--- config.mk ---
export PLATFORM = sky130hd
export DESIGN_NAME = altitude_moving_average
export DESIGN_NICKNAME = d
export VERILOG_FILES = /design/src/hw/rtl/ama_pkg.sv /design/src/hw/rtl/ama_cell.sv /design/src/hw/rtl/ama_cdiv.sv /design/src/hw/rtl/altitude_moving_average.sv
export SDC_FILE = /design/constraint.sdc
export NUM_CORES = 1
export LEC_CHECK = 0
export ABC_AREA = 1
export BUFFER_PORTS_ARGS = -buffer_cell sky130_fd_sc_hd__buf_2
export CAP_MARGIN = 10
export CORE_ASPECT_RATIO = 1.5
export CORE_MARGIN = 2
export CORE_UTILIZATION = 35
export CTS_BUF_LIST = sky130_fd_sc_hd__clkbuf_4 sky130_fd_sc_hd__clkbuf_8
export DETAILED_ROUTE_END_ITERATION = 6
export GPL_TIMING_DRIVEN = 0
export MAX_ROUTING_LAYER = met4
export SLEW_MARGIN = 5
export SYNTH_ARGS = -nofsm -noshare
export SYNTH_HDL_FRONTEND = slang
export SYNTH_SLANG_ARGS = --single-unit
--- constraint.sdc ---
create_clock -name clk -period 4.39 [get_ports clk]
set_input_delay 0 -clock clk [delete_from_list [all_inputs] [get_ports clk]]
set_output_delay 0 -clock clk [all_outputs]
set_load 0.02 [all_outputs]
--- src/hw/rtl/ama_pkg.sv ---
// Shared constants for the altitude moving average block.
package ama_pkg;

    localparam int DEF_WINDOW_DEPTH = 16;
    localparam int DEF_SPAN_COUNTS  = 1240;
    localparam int DEF_SAMPLE_BITS  = 12;

    localparam int MEAN_BITS = 12;
    localparam int PCT_BITS  = 7;
    localparam int PCT_SCALE = 100;
    localparam int PCT_MAX   = 100;

endpackage

--- src/hw/rtl/ama_cell.sv ---
// One storage cell of the sample window chain.
module ama_cell
    import ama_pkg::*;
#(
    parameter int W = DEF_SAMPLE_BITS
) (
    input  logic         clk,
    input  logic         rst_n,
    input  logic         shift_en,
    input  logic [W-1:0] d,
    output logic [W-1:0] q
);

    logic [W-1:0] data_reg;
    logic [W-1:0] data_next;

    assign data_next = shift_en ? d : data_reg;

    always_ff @(posedge clk or negedge rst_n)
    begin
        if (!rst_n)
        begin
            data_reg <= '0;
        end
        else
        begin
            data_reg <= data_next;
        end
    end

    assign q = data_reg;

endmodule

--- src/hw/rtl/ama_cdiv.sv ---
// Two-stage divider by a constant: reciprocal multiply, then a one-step correction.
module ama_cdiv
    import ama_pkg::*;
#(
    parameter int XW      = 16,
    parameter int QW      = 12,
    parameter int TW      = 1,
    parameter int DIVISOR = DEF_WINDOW_DEPTH
) (
    input  logic          clk,
    input  logic          en1,
    input  logic          en2,
    input  logic [XW-1:0] dividend,
    input  logic [TW-1:0] tag_in,
    output logic [QW-1:0] quotient,
    output logic [TW-1:0] tag_out
);

    localparam int unsigned RECIP = (1 << XW) / DIVISOR;
    localparam int PW = 2 * XW + 1;

    logic [PW-1:0] prod;
    logic [QW-1:0] q_est_next;
    logic [XW-1:0] x1_reg;
    logic [QW-1:0] q1_reg;
    logic [TW-1:0] t1_reg;

    logic [XW-1:0] qd;
    logic [XW-1:0] rem;
    logic [QW-1:0] q_next;
    logic [QW-1:0] q2_reg;
    logic [TW-1:0] t2_reg;

    // The reciprocal is rounded down, so the estimate is the quotient or one less.
    assign prod       = PW'(dividend) * PW'(RECIP);
    assign q_est_next = QW'(prod >> XW);

    always_ff @(posedge clk)
    begin
        if (en1)
        begin
            x1_reg <= dividend;
            q1_reg <= q_est_next;
            t1_reg <= tag_in;
        end
    end

    assign qd     = XW'(q1_reg) * XW'(DIVISOR);
    assign rem    = x1_reg - qd;
    assign q_next = (rem >= XW'(DIVISOR)) ? q1_reg + QW'(1) : q1_reg;

    always_ff @(posedge clk)
    begin
        if (en2)
        begin
            q2_reg <= q_next;
            t2_reg <= t1_reg;
        end
    end

    assign quotient = q2_reg;
    assign tag_out  = t2_reg;

endmodule

--- src/hw/rtl/altitude_moving_average.sv ---
// Top level of the altitude moving average with a landed reference level.
//
//   Channel  Handshake             Payload
//   input    in_valid / in_ready   sample
//   output   out_valid / out_ready mean_level, altitude_percent, reference_ready
//
// One sample is taken per cycle while in_ready is high; a full pipeline held by out_ready stalls it.
// The window is a shift chain of WINDOW_DEPTH cells with a running sum.
// The mean and the percent each go through a two-stage constant divider.
// Reset clears the cells, the sum, the sample count and the reference at once.
// Every stage holds its transaction when the next one is full, and bubbles close up.
module altitude_moving_average
    import ama_pkg::*;
#(
    parameter int WINDOW_DEPTH = DEF_WINDOW_DEPTH,
    parameter int SPAN_COUNTS  = DEF_SPAN_COUNTS,
    parameter int SAMPLE_BITS  = DEF_SAMPLE_BITS
) (
    input  logic                   clk,
    input  logic                   rst_n,
    input  logic                   in_valid,
    output logic                   in_ready,
    input  logic [SAMPLE_BITS-1:0] sample,
    output logic                   out_valid,
    input  logic                   out_ready,
    output logic [MEAN_BITS-1:0]   mean_level,
    output logic [PCT_BITS-1:0]    altitude_percent,
    output logic                   reference_ready
);

    localparam int SB     = SAMPLE_BITS;
    localparam int SW     = SB + $clog2(WINDOW_DEPTH);
    localparam int LATCH  = 2 * WINDOW_DEPTH;
    localparam int CW     = $clog2(LATCH + 1);
    localparam int XP     = $clog2(PCT_SCALE * SPAN_COUNTS);
    localparam int PTW    = SB + 3;
    localparam int STAGES = 7;

    // Handshake chain over the pipeline stages.
    logic [STAGES:1]   vld_reg;
    logic [STAGES:1]   vld_next;
    logic [STAGES+1:1] rdy;
    logic              accept;

    always_comb
    begin
        rdy[STAGES+1] = out_ready;
        for (int k = STAGES; k >= 1; k--)
        begin
            rdy[k] = !vld_reg[k] || rdy[k+1];
        end
        vld_next[1] = rdy[1] ? in_valid : vld_reg[1];
        for (int k = 2; k <= STAGES; k++)
        begin
            vld_next[k] = rdy[k] ? vld_reg[k-1] : vld_reg[k];
        end
    end

    assign in_ready = rdy[1];
    assign accept   = in_valid && rdy[1];

    // Sample window as a chain of cells; the last cell holds the oldest sample.
    logic [SB-1:0] chain [WINDOW_DEPTH];

    for (genvar i = 0; i < WINDOW_DEPTH; i++)
    begin : g_cell
        ama_cell #(
            .W (SB)
        ) u_cell (
            .clk      (clk),
            .rst_n    (rst_n),
            .shift_en (accept),
            .d        ((i == 0) ? sample : chain[(i == 0) ? 0 : i - 1]),
            .q        (chain[i])
        );
    end

    logic [SW-1:0] sum_reg;
    logic [SW-1:0] sum_next;
    logic [CW-1:0] seen_reg;
    logic [CW-1:0] seen_next;
    logic          latch_in;

    assign sum_next  = accept ? sum_reg - SW'(chain[WINDOW_DEPTH-1]) + SW'(sample) : sum_reg;
    assign latch_in  = (seen_reg == CW'(LATCH - 1));
    assign seen_next = (accept && seen_reg != CW'(LATCH)) ? seen_reg + CW'(1) : seen_reg;

    // Stage 1: rounded dividend for the mean.
    logic [SW-1:0] p1_x_reg;
    logic          p1_latch_reg;

    always_ff @(posedge clk)
    begin
        if (rdy[1])
        begin
            p1_x_reg     <= sum_reg - SW'(chain[WINDOW_DEPTH-1]) + SW'(sample)
                            + SW'(WINDOW_DEPTH / 2);
            p1_latch_reg <= latch_in;
        end
    end

    // Stages 2 and 3: mean of the window.
    logic [SB-1:0] mean_q;
    logic          mean_latch;

    ama_cdiv #(
        .XW      (SW),
        .QW      (SB),
        .TW      (1),
        .DIVISOR (WINDOW_DEPTH)
    ) u_mean_div (
        .clk      (clk),
        .en1      (rdy[2]),
        .en2      (rdy[3]),
        .dividend (p1_x_reg),
        .tag_in   (p1_latch_reg),
        .quotient (mean_q),
        .tag_out  (mean_latch)
    );

    // Stage 4: difference to the landed reference and the reference latch.
    logic [SB-1:0] landed_reg;
    logic [SB-1:0] landed_next;
    logic          landed_valid_reg;
    logic          landed_valid_next;
    logic          take4;
    logic          above;
    logic [SB-1:0] diff;
    logic          sat;
    logic [XP-1:0] pct_x;
    logic          item_ready;

    assign take4      = vld_reg[3] && rdy[4];
    assign above      = landed_valid_reg && (landed_reg > mean_q);
    assign diff       = landed_reg - mean_q;
    assign sat        = (32'(diff) >= 32'(SPAN_COUNTS));
    assign pct_x      = XP'(32'(diff) * 32'(PCT_SCALE));
    assign item_ready = landed_valid_reg || mean_latch;

    assign landed_next       = (take4 && mean_latch) ? mean_q : landed_reg;
    assign landed_valid_next = landed_valid_reg || (take4 && mean_latch);

    logic [XP-1:0]  p4_x_reg;
    logic [PTW-1:0] p4_tag_reg;

    always_ff @(posedge clk)
    begin
        if (rdy[4])
        begin
            p4_x_reg   <= pct_x;
            p4_tag_reg <= {mean_q, item_ready, !above, sat};
        end
    end

    // Stages 5 and 6: percent of span.
    logic [PCT_BITS-1:0] pct_q;
    logic [PTW-1:0]      pct_tag;

    ama_cdiv #(
        .XW      (XP),
        .QW      (PCT_BITS),
        .TW      (PTW),
        .DIVISOR (SPAN_COUNTS)
    ) u_pct_div (
        .clk      (clk),
        .en1      (rdy[5]),
        .en2      (rdy[6]),
        .dividend (p4_x_reg),
        .tag_in   (p4_tag_reg),
        .quotient (pct_q),
        .tag_out  (pct_tag)
    );

    // Stage 7: output register.
    logic [MEAN_BITS-1:0] out_mean_reg;
    logic [PCT_BITS-1:0]  out_pct_reg;
    logic                 out_ref_reg;
    logic [PCT_BITS-1:0]  pct_final;

    always_comb
    begin
        if (pct_tag[1])
        begin
            pct_final = '0;
        end
        else if (pct_tag[0])
        begin
            pct_final = PCT_BITS'(PCT_MAX);
        end
        else
        begin
            pct_final = pct_q;
        end
    end

    always_ff @(posedge clk)
    begin
        if (rdy[7])
        begin
            out_mean_reg <= MEAN_BITS'(pct_tag[PTW-1:3]);
            out_pct_reg  <= pct_final;
            out_ref_reg  <= pct_tag[2];
        end
    end

    always_ff @(posedge clk or negedge rst_n)
    begin
        if (!rst_n)
        begin
            vld_reg          <= '0;
            sum_reg          <= '0;
            seen_reg         <= '0;
            landed_reg       <= '0;
            landed_valid_reg <= 1'b0;
        end
        else
        begin
            vld_reg          <= vld_next;
            sum_reg          <= sum_next;
            seen_reg         <= seen_next;
            landed_reg       <= landed_next;
            landed_valid_reg <= landed_valid_next;
        end
    end

    assign out_valid        = vld_reg[STAGES];
    assign mean_level       = out_mean_reg;
    assign altitude_percent = out_pct_reg;
    assign reference_ready  = out_ref_reg;

endmodule
* After elaboration in Yosys (flattened, before gate mapping) *
Index checks and enable logic that the tools add are counted.
W data, S select, Z words.

operators by class
  $add $sub $neg = 9
  multiply operators = 3
  order comparisons = 4
  eq/ne operators = 2
  multiplexer cells = 3
  reductions and logical operators = 23

operators by type and width
  operator                 count
  $mul A15 B7 Y22 const B  1
  $ge A17 B11 Y1 const B   1
  $sub A17 B17 Y17         1
  $add A16 B12 Y16         1
  $add A16 B4 Y16 const B  1
  $ge A16 B5 Y1 const B    1
  $sub A16 B12 Y16         1
  $sub A16 B16 Y16         1
  $mul A12 B5 Y15 const B  1
  $mul A7 B8 Y14 const B   1
  $mux W7                  2
  $add A12 B1 Y12 const B  1
  $ge A12 B11 Y1 const B   1
  $gt A12 B12 Y1           1
  $mux W12                 1
  $sub A12 B12 Y12         1
  $logic_or A1 B1 Y1       9
  $logic_not A1 Y1         8
  $add A7 B1 Y7 const B    1
  $add A6 B1 Y6 const B    1
  $eq A6 B5 Y1 const B     1
  $ne A6 B6 Y1 const B     1
  $logic_and A1 B1 Y1      5
  $reduce_or A2 Y1         1

storage, ports and cells
  flip-flop bits (word level) = 402
  input port bits = 16
  output and inout bits = 22
  word-level logic and storage cells = 89

* Longest topological paths before layout *
  word-level depth = 10
  mapped depth = 29
  mapped depth without buffers = 29

* Hierarchy *
A second synthesis with hierarchy kept.

second synthesis, totals
  cells, all modules = 2387
  area, all modules = 21584.5 µm²

modules (own cells, without submodules)
  module                   instances  cells each  area an instance (µm²)  seq. area each (µm²)
  ama_cell                 16         51          457.9                   300.3
  altitude_moving_average  1          853         7245.7                  3062.9
  ama_cdiv at u_pct_div    1          692         6231.0                  1831.8
  ama_cdiv at u_mean_div   1          26          780.7                   780.7

* Least setup slack after synthesis *
Ideal clock, no wire load.

  path kind = reg-to-reg
  start = reg u_pct_div.q1_reg[6]
  end = reg u_pct_div.q2_reg[0] (netlist: u_pct_div.quotient[0]) (data pin)
  setup time = 0.253 ns
  data arrival time = 4.456 ns
  data required time = 4.137 ns
  setup slack = -0.320 ns
  stages on the path, launching flop included = 24
  buffers on the path = 0
  period minus slack after synthesis = 4.710 ns
  cell sequence = edfxtp_1 > ha_1 > fa_1 > fa_1 > fa_1 > ha_1 > nand2_1 > inv_1 > nand2_1 > nand2_1 > a21oi_1 > nor2_1 > nor2_1 > xor2_1 > ha_1 > inv_1 > o21bai_1 > a21oi_1 > nand3_1 > nand2_1 > a21boi_0 > nand3_1 > nand2_1 > nand2_1

between the ends
  word-level cells in the longest chain between the ends = 4

RTL lines
  item                     RTL line        source
  from (decl)              ama_cdiv.sv:25  logic [QW-1:0] q1_reg;
  from (signal assigned)   ama_cdiv.sv:43  q1_reg <= q_est_next;
  $mul A7 B8 Y14           ama_cdiv.sv:48  assign qd = XW'(q1_reg) * XW'(DIVISOR);
  $sub A17 B17 Y17         ama_cdiv.sv:49  assign rem = x1_reg - qd;
  $ge A17 B11 Y1           ama_cdiv.sv:50  assign q_next = (rem >= XW'(DIVISOR)) ? q1_reg + QW'(1) : q1_reg;
  $mux W7                  ama_cdiv.sv:50
  net u_pct_div.q_next[0]  ama_cdiv.sv:30  logic [QW-1:0] q_next;
  to (signal assigned)     ama_cdiv.sv:56  q2_reg <= q_next;
  to (decl)                ama_cdiv.sv:31  logic [QW-1:0] q2_reg;

The timed path passes the listed nets, and every way through them passes these cells.
A chain may end at the register's enable or synchronous reset.

* Worst setup path after layout *
  start = reg u_pct_div.q1_reg[2]
  end = reg u_pct_div.q2_reg[1] (netlist: u_pct_div.quotient[1]) (data pin)

Same word-level chain as after synthesis.

==> results.ini <==
[floorplan]
die_h_um=302
rows=109
die_area_um2=61100
die_x_um=203
start_util_pct=35.3
io-pin-count=38
core_um2=58600

[detailed_routing]
via_count=14500
drtIter0Drc=564
post_drt_wl_per_cell_um=13.8
ant_nets=0
viasPerCell=4.61
drt_first_pass_iters=6
drt-total-wl_um=43400
remaining_drc_errors=0

[clock_network]
numCtsBuffers=58
clkTransAtPathRegs_ps=60
cts_root_buf=clkbuf_8
clock-sinks=381
cts_tree=done
clockBufferDepth=3
insertion_delay_ps=650
h-tree-depth=2

[yosys]
yosysSeqAreaShare_pct=49.6
ys_async_sr_fraction_pct=61.4
synth.most_common_cell=nand2_1
synth-seq-cells=381
yosys-top-cells-area=dfrtp_1 (28%), edfxtp_1 (21%), ha_1 (11%)
syn_nets=2407
yosysTopAreaCellShare_pct=28.3
yosysUniqueCellTypes=44
syn_area_um2=20700
synth_top_area_cell=dfrtp_1
synthTopCellsByCount=nand2_1 (498), inv_1 (422), dfrtp_1 (234)
netlist_instances=2163
synth_ff_type=dfrtp_1
synth_edf_count=147
ys_warn_count=0
syn_area_per_cell_um2=9.57

[place]
place.gp.congestion=0.899
numPortBuffers=37
dpl.hpwl_um=32400
placed_area_um2=21900
dp_cells=2979

[setup_path]
required_ps=4760
crit_type=register to register
cp-end-kind=register
rrSetupSlack_ps=-660
worstPathArrival_ps=5430
cp-start-kind=register
cp_max_fo=7

[timing]
skew_ps=36.4
fmax_mhz=198
worst_slack_ps=-664
fin_crit_ps=5050
rsz0062_at_grt=yes
fin_hold_ws_ps=136
max_slew_margin_pct=40.0
tightestPinTransition_ps=897
setup_viol=7
finalCritPeriodShare_pct=115
drv_slew=0
finalHoldViolCount=0

[finish]
fin_nets=2554
drive_above_1_share_pct=14.9
n_fill_cell=5805
antenna_cells=0
area_delta_synth_final_pct=16.4
largest_reg_flops=192
stdcell_count=3135
final_util_pct=41.1
stdcell_area_um2=24100

[grt]
antenna_found_initial=0
grt_start_max_net_pins=119
grt_remaining_overflow=0
grtUsageTotal_pct=14.9
first_global_vias=15200
grt_pass1_wl_um=72300

[outcome]
failed_checks=setup timing
status=finished with violations

[job]
drv_cap=0

[min_path]
hp-class=input port to register

[repair_timing]
item	CTS	global route
hold buffers	17	0
pin swaps	10	40
gates resized for setup	19	67
setup endpoints to repair	10	12
hold endpoints to repair	238	0
buffers inserted	16	15
[layout by cell type, fill, tap and decap left out, drive strengths merged, types with 3 or more instances in the layout]
cell type,instances
nand4,23
nor3,10
edfxtp,147
nand3b,3
o21ai,229
buf,107
fa,49
dlygate4sd3,17
ha,179
a21oi,71
o21bai,8
o2111ai,3
o21a,4
xnor2,12
clkbuf,105
xor2,47
inv,426
dfrtp,234
nor2,79
nand2,503
nand3,69
clkinv,8
or2,7
[worst max-delay path, stage by stage (launching register included)]
cell	delay, ps
edfxtp_1	520
ha_4	340
inv_2	40
fa_2	380
inv_2	60
fa_1	440
fa_2	580
ha_4	230
nand2_4	60
inv_1	30
nand2_1	60
nand2_2	60
a21oi_2	120
nor2_1	50
nor2_1	120
xor2_1	180
ha_1	310
inv_1	140
o21bai_1	130
a21oi_2	140
nand3_1	90
nand2_1	90
a21boi_2	220
nand3_4	170
nand2_1	110
nand2_1	90
[logic make-up after synthesis]
kind of cell / count (synthesis) / synth area share, %
DFF: 381 / 49.6
and+or+nand+nor: 697 / 13.9
adders and majority gates: 228 / 15.6
buffers and inverters: 471 / 9.44
AOI/OAI and AO/OA: 327 / 8.96
xor gates and xnor gates: 59 / 2.53
[path summary, 6_finish.rpt]
| kind | cells past startpoint | startpoint | to |
|---|---|---|---|
| worst max-delay path | 25 | u_pct_div.q1_reg[2]$_DFFE_PP_ | u_pct_div.quotient[1]$_DFFE_PP_ |
| worst min-delay path | 4 | sample[0] | g_cell[0].u_cell.q[0]$_DFFE_PN0P_ |
| worst max register to register | 25 | u_pct_div.q1_reg[2]$_DFFE_PP_ | u_pct_div.quotient[1]$_DFFE_PP_ |
| worst min register to register | 0 | p4_tag_reg[6]$_DFFE_PP_ | u_pct_div.t1_reg[6]$_DFFE_PP_ |
| max in group asynchronous | 5 | rst_n | g_cell[8].u_cell.q[2]$_DFFE_PN0P_ |
| min in group asynchronous | 4 | rst_n | sum_reg[2]$_DFFE_PN0P_ |
[stage by stage]
stage | setup WS (ps) | TNS [ps]
after floorplan | -220 | -1540
after global placement | -797 | -168560
after detailed placement | -930 | -6880
after CTS | -609 | -4150
after global routing | -894 | -6080
final | -664 | -4340
[routing by layer]
layer  global-route usage (%)  wire, um  share of wire [%]  vias to the layer above
li1                         -         -                  -                     7215
met1                     15.4     16800                 39                     6943
met2                     28.7     24300                 56                      212
met3                     2.14      1290                3.0                       81
met4                     5.09      1010                2.3                        0
met5                        -         0                  0                        -
[layout make-up]
type / count / area, um2 / area share [%]
Buffer: 47 / 357 / 1.48
Inverter: 423 / 1590 / 6.61
Timing Repair Buffer: 88 / 701 / 2.91
Clock inverter: 14 / 153 / 0.634
Multi-Input combinational cell: 1311 / 8900 / 37.0
Clock buffer: 94 / 1140 / 4.75
Sequential cell: 381 / 10300 / 42.6
Tap cell: 777 / 972 / 4.04
Power is left out: the tool's default activity adds up to more than one toggle a clock period on the data nets, which glitch-free logic cannot reach.
